## src/sv/round_robin_task_scheduler_core_defines.svh

```systemverilog
// Assertion macros shared by the scheduler RTL.
// No dependencies; included by the files that carry assertions.
`ifndef ROUND_ROBIN_TASK_SCHEDULER_CORE_DEFINES_SVH
`define ROUND_ROBIN_TASK_SCHEDULER_CORE_DEFINES_SVH
`ifndef SYNTHESIS
`define RRTS_ASSERT(lbl, prop) \
  lbl: assert property (@(posedge clk) disable iff (!rst_n) (prop)) \
    else $error("rrts assertion failed");
`define RRTS_ASSERT_RST(lbl, prop) \
  lbl: assert property (@(posedge clk) (prop)) \
    else $error("rrts reset assertion failed");
`else
`define RRTS_ASSERT(lbl, prop)
`define RRTS_ASSERT_RST(lbl, prop)
`endif
`endif

```

## src/sv/rrts_pkg.sv

```systemverilog
// Types, codes and constants of the round-robin task scheduler.
// No dependencies; used by every module of the block.
package rrts_pkg;

  localparam int MAX_TASKS_DEF = 64;

  localparam logic [31:0] DIV10_RECIP = 32'hCCCC_CCCD;
  localparam int DIV10_SHIFT = 35;
  localparam int QUOT_W = 64 - DIV10_SHIFT;

  typedef enum logic [2:0] {
    OP_CREATE = 3'd0,
    OP_TICK   = 3'd1,
    OP_YIELD  = 3'd2,
    OP_EXIT   = 3'd3,
    OP_SLEEP  = 3'd4,
    OP_QUERY  = 3'd5
  } op_t;

  typedef enum logic [1:0] {
    ST_READY    = 2'd0,
    ST_SLEEPING = 2'd1,
    ST_DEAD     = 2'd2
  } task_state_t;

  typedef enum logic {
    FSM_IDLE = 1'b0,
    FSM_EXEC = 1'b1
  } fsm_t;

  typedef struct packed {
    logic [2:0]  operation;
    logic [31:0] sleep_ms;
  } in_item_t;

  typedef struct packed {
    logic [6:0]  task_id;
    logic        error;
    logic [6:0]  task_count;
    logic [31:0] tick_count;
    logic [31:0] wake_tick;
  } out_item_t;

  typedef struct packed {
    logic        mark;
    task_state_t mark_state;
    logic        shift;
    logic        wrap;
    logic        load;
  } cell_ctrl_t;

endpackage

```

## src/sv/rrts_cell.sv

```systemverilog
// One position of the scheduling ring: a task slot number and that task's state.
// Depends on rrts_pkg.
module rrts_cell #(
  parameter int SLOT_W = 6
) (
  input  logic                 clk,
  input  rrts_pkg::cell_ctrl_t ctrl,
  input  logic [SLOT_W-1:0]    mark_slot,
  input  logic [SLOT_W-1:0]    load_slot,
  input  logic [SLOT_W-1:0]    nbr_slot,
  input  rrts_pkg::task_state_t nbr_state,
  input  logic [SLOT_W-1:0]    head_slot,
  input  rrts_pkg::task_state_t head_state,
  output logic [SLOT_W-1:0]    slot_q,
  output rrts_pkg::task_state_t state_q
);
  import rrts_pkg::*;

  logic [SLOT_W-1:0] slot_r;
  logic [SLOT_W-1:0] slot_nxt;
  task_state_t       state_r;
  task_state_t       state_nxt;

  always_comb begin
    slot_nxt  = slot_r;
    state_nxt = state_r;
    priority if (ctrl.load) begin
      slot_nxt  = load_slot;
      state_nxt = ST_READY;
    end else if (ctrl.shift) begin
      slot_nxt  = nbr_slot;
      state_nxt = nbr_state;
    end else if (ctrl.wrap) begin
      slot_nxt  = head_slot;
      state_nxt = head_state;
    end else if (ctrl.mark && (slot_r == mark_slot)) begin
      state_nxt = ctrl.mark_state;
    end else begin
      slot_nxt  = slot_r;
      state_nxt = state_r;
    end
  end

  always_ff @(posedge clk) begin
    slot_r  <= slot_nxt;
    state_r <= state_nxt;
  end

  assign slot_q  = slot_r;
  assign state_q = state_r;

endmodule

```

## src/sv/round_robin_task_scheduler_core.sv

```systemverilog
// Top level of the round-robin task scheduler: control, counters and the ring of cells.
// Depends on rrts_pkg, rrts_cell and round_robin_task_scheduler_core_defines.svh.
//
//   Channel  Ports                        Transaction
//   input    in_valid, in_stall, in_data   one operation and its sleep time
//   output   out_valid, out_stall, out_data one result per operation
//
// In the accepting cycle a transaction marks the current task and forms the sleep quotient;
// in the EXEC state the ring of cells rotates or takes a new task, and the result is loaded.
// A new transaction is accepted as soon as the previous one has reached the output register.
// A stalled output holds the EXEC state until the register is free.
// Reset clears all counters at once; there is no clearing pass.
module round_robin_task_scheduler_core #(
  parameter int MAX_TASKS = rrts_pkg::MAX_TASKS_DEF
) (
  input  logic                clk,
  input  logic                rst_n,
  input  logic                in_valid,
  output logic                in_stall,
  input  rrts_pkg::in_item_t  in_data,
  output logic                out_valid,
  input  logic                out_stall,
  output rrts_pkg::out_item_t out_data
);
  import rrts_pkg::*;

`include "round_robin_task_scheduler_core_defines.svh"

  localparam int SLOT_W = $clog2(MAX_TASKS);
  localparam int CNT_W  = $clog2(MAX_TASKS + 1);

  fsm_t              state_r;
  fsm_t              state_nxt;
  logic [2:0]        op_r;
  logic [QUOT_W-1:0] quot_r;
  logic [63:0]       prod;
  logic [CNT_W-1:0]  held_r;
  logic [CNT_W-1:0]  held_nxt;
  logic              run_v_r;
  logic              run_v_nxt;
  logic [SLOT_W-1:0] run_slot_r;
  logic [SLOT_W-1:0] run_slot_nxt;
  logic [31:0]       ticks_r;
  logic [31:0]       ticks_nxt;
  logic              out_valid_r;
  out_item_t         out_data_r;
  out_item_t         result;
  logic              in_accept;
  logic              exec_go;
  logic              mark_go;
  task_state_t       mark_state;
  logic              is_tick;
  logic              is_create;
  logic              rot_go;
  logic              create_go;
  logic [SLOT_W:0]   run_id;

  logic [SLOT_W-1:0] slot_q  [MAX_TASKS];
  task_state_t       state_q [MAX_TASKS];
  cell_ctrl_t        ctrl    [MAX_TASKS];

  assign in_accept = in_valid && !in_stall;

  always_comb begin
    state_nxt = state_r;
    unique case (state_r)
      FSM_IDLE: if (in_accept) state_nxt = FSM_EXEC;
      FSM_EXEC: if (exec_go) state_nxt = FSM_IDLE;
      default:  state_nxt = FSM_IDLE;
    endcase
  end

  always_comb begin
    in_stall = (state_r != FSM_IDLE);
    exec_go  = (state_r == FSM_EXEC) && (!out_valid_r || !out_stall);
  end

  always_comb begin
    mark_go    = 1'b0;
    mark_state = ST_READY;
    unique case (op_t'(in_data.operation))
      OP_YIELD: begin
        mark_go    = run_v_r;
        mark_state = ST_READY;
      end
      OP_EXIT: begin
        mark_go    = run_v_r;
        mark_state = ST_DEAD;
      end
      OP_SLEEP: begin
        mark_go    = run_v_r;
        mark_state = ST_SLEEPING;
      end
      default: begin
        mark_go    = 1'b0;
        mark_state = ST_READY;
      end
    endcase
    mark_go = mark_go && in_accept;
  end

  assign prod = 64'(in_data.sleep_ms) * 64'(DIV10_RECIP);

  always_comb begin
    is_tick   = 1'b0;
    is_create = 1'b0;
    unique case (op_t'(op_r))
      OP_CREATE: is_create = 1'b1;
      OP_TICK, OP_YIELD, OP_EXIT, OP_SLEEP: is_tick = 1'b1;
      default: begin
        is_tick   = 1'b0;
        is_create = 1'b0;
      end
    endcase
  end

  assign rot_go    = exec_go && is_tick && (held_r != '0);
  assign create_go = exec_go && is_create && (held_r != CNT_W'(MAX_TASKS));

  for (genvar i = 0; i < MAX_TASKS; i++) begin : g_cell
    logic [SLOT_W-1:0] nbr_slot;
    task_state_t       nbr_state;

    if (i + 1 < MAX_TASKS) begin : g_nbr
      assign nbr_slot  = slot_q[i+1];
      assign nbr_state = state_q[i+1];
    end else begin : g_last
      assign nbr_slot  = slot_q[i];
      assign nbr_state = state_q[i];
    end

    always_comb begin
      ctrl[i].mark       = mark_go;
      ctrl[i].mark_state = mark_state;
      ctrl[i].shift      = rot_go && (CNT_W'(i + 1) < held_r);
      ctrl[i].wrap       = rot_go && (CNT_W'(i + 1) == held_r);
      ctrl[i].load       = create_go && (CNT_W'(i) == held_r);
    end

    rrts_cell #(
      .SLOT_W(SLOT_W)
    ) u_cell (
      .clk       (clk),
      .ctrl      (ctrl[i]),
      .mark_slot (run_slot_r),
      .load_slot (SLOT_W'(held_r)),
      .nbr_slot  (nbr_slot),
      .nbr_state (nbr_state),
      .head_slot (slot_q[0]),
      .head_state(state_q[0]),
      .slot_q    (slot_q[i]),
      .state_q   (state_q[i])
    );
  end

  always_comb begin
    held_nxt     = held_r;
    run_v_nxt    = run_v_r;
    run_slot_nxt = run_slot_r;
    ticks_nxt    = ticks_r;
    result       = '0;
    if (is_tick) begin
      ticks_nxt = ticks_r + 32'd1;
      if ((held_r != '0) && (state_q[0] == ST_READY)) begin
        run_v_nxt    = 1'b1;
        run_slot_nxt = slot_q[0];
      end
    end
    if (is_create && (held_r != CNT_W'(MAX_TASKS))) begin
      held_nxt = held_r + CNT_W'(1);
    end
    run_id = {1'b0, run_slot_nxt} + (SLOT_W + 1)'(1);
    if (is_create) begin
      if (held_r == CNT_W'(MAX_TASKS)) begin
        result.error = 1'b1;
      end else begin
        result.task_id = 7'(held_nxt);
      end
    end else if (run_v_nxt) begin
      result.task_id = 7'(run_id);
    end
    if ((op_t'(op_r) == OP_SLEEP) && run_v_r) begin
      result.wake_tick = ticks_r + 32'(quot_r);
    end
    result.task_count = 7'(held_nxt);
    result.tick_count = ticks_nxt;
  end

  always_ff @(posedge clk) begin
    if (!rst_n) begin
      state_r     <= FSM_IDLE;
      held_r      <= '0;
      run_v_r     <= 1'b0;
      run_slot_r  <= '0;
      ticks_r     <= '0;
      out_valid_r <= 1'b0;
    end else begin
      state_r     <= state_nxt;
      out_valid_r <= exec_go || (out_valid_r && out_stall);
      if (exec_go) begin
        held_r     <= held_nxt;
        run_v_r    <= run_v_nxt;
        run_slot_r <= run_slot_nxt;
        ticks_r    <= ticks_nxt;
      end
    end
  end

  always_ff @(posedge clk) begin
    if (in_accept) begin
      op_r   <= in_data.operation;
      quot_r <= prod[63:DIV10_SHIFT];
    end
    if (exec_go) begin
      out_data_r <= result;
    end
  end

  assign out_valid = out_valid_r;
  assign out_data  = out_data_r;

  `RRTS_ASSERT(a_held_bound, held_r <= CNT_W'(MAX_TASKS))
  `RRTS_ASSERT(a_accept_exec, in_accept |=> (state_r == FSM_EXEC))
  `RRTS_ASSERT(a_out_after_exec, $rose(out_valid_r) |-> $past(state_r == FSM_EXEC))
  `RRTS_ASSERT(a_running_kept, run_v_r |=> run_v_r)
  `RRTS_ASSERT(a_running_in_table, run_v_r |-> (CNT_W'(run_slot_r) < held_r))
  `RRTS_ASSERT_RST(a_reset_out, !rst_n |=> !out_valid_r)

endmodule
```

## config.mk

```make
export PLATFORM = sky130hd
export DESIGN_NAME = round_robin_task_scheduler_core
export DESIGN_NICKNAME = d
export VERILOG_FILES = /design/src/sv/rrts_pkg.sv /design/src/sv/rrts_cell.sv /design/src/sv/round_robin_task_scheduler_core.sv
export VERILOG_INCLUDE_DIRS = /design/src /design/src/sv
export SDC_FILE = /design/constraint.sdc
export NUM_CORES = 2
export LEC_CHECK = 0
export BUFFER_PORTS_ARGS = -buffer_cell sky130_fd_sc_hd__buf_4
export CORE_ASPECT_RATIO = 0.5
export CORE_MARGIN = 3
export CORE_UTILIZATION = 45
export CTS_BUF_LIST = sky130_fd_sc_hd__clkbuf_8
export DETAILED_ROUTE_END_ITERATION = 8
export GPL_TIMING_DRIVEN = 0
export HOLD_SLACK_MARGIN = 0.02
export PLACE_DENSITY = 0.59
export REMOVE_ABC_BUFFERS = 1
export SLEW_MARGIN = 10
export SYNTH_ARGS = -nofsm -noshare
export SYNTH_HDL_FRONTEND = slang
export SYNTH_SLANG_ARGS = --single-unit
```

## constraint.sdc

```tcl
create_clock -name clk -period 9.09 [get_ports clk]
set_clock_uncertainty 0.2 [all_clocks]
set_input_delay 2.727 -clock clk [delete_from_list [all_inputs] [get_ports clk]]
set_output_delay 2.727 -clock clk [all_outputs]
set_load 0.02 [all_outputs]
```

==> results.json <==
{
  "status": "finished with violations",
  "violations": "negative setup slack",
  "io_pins": 120,
  "cp-end-kind": "flip-flop",
  "synth-main-ff-cell": "edfxtp_1",
  "synth_edf_count": 495,
  "grt_overflow_total": 0,
  "final_hold_viol_count": 0,
  "cts_tree": "built",
  "ys_top_cells_by_area": "edfxtp_1, fa_1, ha_1",
  "critPathMaxStageDelay_ns": 0.59,
  "clock_path_buffers": 3,
  "cp_data_arrival_time_ns": 9.41,
  "clkSinkCount": 671,
  "placedCellCount": 7340,
  "crit_top_cell": "fa_1",
  "synth_cell_type_count": 85,
  "slew_violations": 0,
  "finalCritPeriodShare": 1.00,
  "clk_latency_ns": 0.80,
  "start_util": 0.457,
  "area_growth_syn_to_layout_pct": 12.6,
  "first_global_vias": 44300,
  "min_path_type": "reg2reg",
  "layout.cells.non_filler": 7620,
  "worst_slack_ns": -0.0375,
  "crit_required_ns": 9.38,
  "dr.pass1.iters": 6,
  "wl_mm": 185,
  "clk_pin_slew_worst_paths_ns": 0.06,
  "ant_nets": 0,
  "crit_path_start_kind": "primary input",
  "nets": 6712,
  "setup_viol": 1,
  "wl_per_cell_um": 24.3,
  "worst_path_max_delay_cell": "or4b_4",
  "die_x_um": 503,
  "synth.cell_area_mm2": 0.0556,
  "max-cap-violations": 0,
  "viasPerCell": 5.83,
  "rows": 90,
  "cts-buffers-inserted": 110,
  "syn_inst": 5825,
  "yosysTopAreaCellShare": 0.268,
  "dpl.hpwl_mm": 135,
  "rsz0062_at_grt": "yes",
  "place.gp.congestion": 0.961,
  "fill_cells": 11000,
  "dieArea_mm2": 0.128,
  "hold_path_depth": 2,
  "r2r_slack_ns": 1.48,
  "antenna_found_initial": 8,
  "timing.hold.ws_ns": 0.250,
  "portBuffers": 119,
  "critPathKind": "in2reg",
  "reg2reg_depth": 9,
  "design.core.area_mm2": 0.122,
  "worstPathCellList": "buf_6 -> ha_4 -> clkinvlp_4 -> fa_1 -> fa_1 -> fa_1 -> inv_1 -> fa_2 -> fa_2 -> fa_1 -> inv_1 -> fa_1 -> inv_2 -> ha_4 -> a21o_1 -> a311oi_2 -> o21ai_1 -> a21o_1 -> or4b_4 -> a31oi_4 -> o31ai_4 -> a221oi_2 -> xnor2_1",
  "cp_max_fo": 5,
  "seq_area_frac_synth": 0.331,
  "num_vias": 44400,
  "htree_levels": 3,
  "period_needed_ns": 9.13,
  "drc": 0,
  "root_buffer": "clkbuf_8",
  "synth_area_per_cell_um2": 9.54,
  "synth_warnings": 0,
  "synth-seq-cells": 671,
  "final.setup.tns_ns": -0.0375,
  "drive_gt1_frac": 0.103,
  "tightest_slew_ns": 1.39,
  "grt_pass1_wl_mm": 276,
  "grt_usage": 0.285,
  "relSlewSlack": 0.0706,
  "async_reset_ff_frac": 0,
  "first_iter_violations": 4159,
  "synth_area_leader_cell": "edfxtp_1",
  "grt_max_degree": 94,
  "die_h_um": 254,
  "cts_hold_buf": 0,
  "max_freq_mhz": 110
}
-- through the flow --
stage | worst slack, ns | instance area (um2) | utilization
final | -0.0375 | 62500 | 0.515
after global routing | -0.159 | 62500 | 0.515
after CTS | -0.00933 | 61600 | 0.507
after detailed placement | -1.65 | 58700 | 0.483
after global placement | -4.51 | 57400 | 0.472
after floorplan | -0.489 | 54400 | -
-- cell type report --
type,instances,area [um2],share of cell area
inverters,606,2330,0.0373
multi-input cells,4274,34900,0.558
clock buffers,127,1750,0.0279
diodes,8,20.0,0.000320
flip-flops and latches,671,18400,0.295
clock inverters,81,444,0.00710
well taps,1610,2010,0.0322
repair buffers,243,2660,0.0425
-- routing by layer --
metal | GRT usage | wire [um]
met5 | 0 | 20
met4 | 0.108 | 7800
met3 | 0.0581 | 16000
met2 | 0.460 | 84200
met1 | 0.381 | 77300
-- Yosys cell counts (60+ instances only) --
| master | number |
|---|---|
| nand2_1 | 692 |
| inv_1 | 600 |
| nor2_1 | 497 |
| edfxtp_1 | 495 |
| fa_1 | 387 |
| ha_1 | 380 |
| a21oi_1 | 347 |
| xnor2_1 | 285 |
| mux2i_1 | 283 |
| xor2_1 | 275 |
| o21ai_0 | 220 |
| clkbuf_1 | 178 |
| dfxtp_1 | 176 |
| nand3_1 | 103 |
| nor3_1 | 66 |
| nand4_1 | 65 |
| o211ai_1 | 64 |
| buf_2 | 60 |
-- sequential cells by signal, indices dropped and copies added (netlist names) --
signal / count
run_v_r: 1
run_slot_r: 6
ticks_r: 32
held_r: 7
out_valid: 1
op_r: 3
quot_r: 29
g_cell.u_cell.slot_q: 384
in_stall: 1
g_cell.u_cell.state_q: 128
out_data: 79
-- path summary, 6_finish.rpt --
| path | startpoint | to |
|---|---|---|
| max | in_data[16] | quot_r[19] |
| min | g_cell[35].u_cell.state_q[1] | g_cell[35].u_cell.state_q[1] |
| max reg2reg | held_r[1] | g_cell[19].u_cell.slot_q[4] |
| min reg2reg | g_cell[35].u_cell.state_q[1] | g_cell[35].u_cell.state_q[1] |
-- logic make-up after synthesis --
family                     after synthesis  share of synthesized area
adders and majority gates              767                      0.225
buffers and inverters                  880                     0.0609
AOI/OAI and AO/OA                      962                      0.107
muxes                                  284                     0.0512
and+or+nand+nor                       1701                      0.136
xor gates and xnor gates               560                     0.0883
DFF                                    671                      0.331
-- worst max-delay path, delay by kind of cell --
family / cells / cell delay, ns
buffers and inverters: 5 / 0.43
and+or+nand+nor: 1 / 0.59
xor gates and xnor gates: 1 / 0.14
adders and majority gates: 9 / 4.08
AOI/OAI and AO/OA: 7 / 1.43
-- placed cells by master (no fill, tap or decap), types with 21 or more instances in the layout --
cell        n
xor2_1    264
inv_1     611
ha_1      320
xnor2_1   284
a21oi_1   338
o211ai_1   64
o21ai_0   208
or3_1      52
fa_1      373
buf_16     27
o22ai_1    21
nor2_1    493
a211o_1    27
nand2_1   688
nand3_1   101
buf_4     181
mux2i_1   283
ha_4       50
and3_1     27
nor3_1     63
nand4_1    65
nor4_1     53
clkbuf_8  127
nor2b_1    28
a21o_1     47
and2_1     52
a211oi_1   34
dfxtp_1   164
o21ai_1    25
edfxtp_1  495
-- timing repair --
item,in CTS,in global routing
buffers inserted,14,50
gates resized for setup,96,111
pin swaps,22,99
setup endpoints to repair,25,24
Power is left out: the tool's default activity adds up to more than one toggle a clock period on the data nets, which glitch-free logic cannot reach.
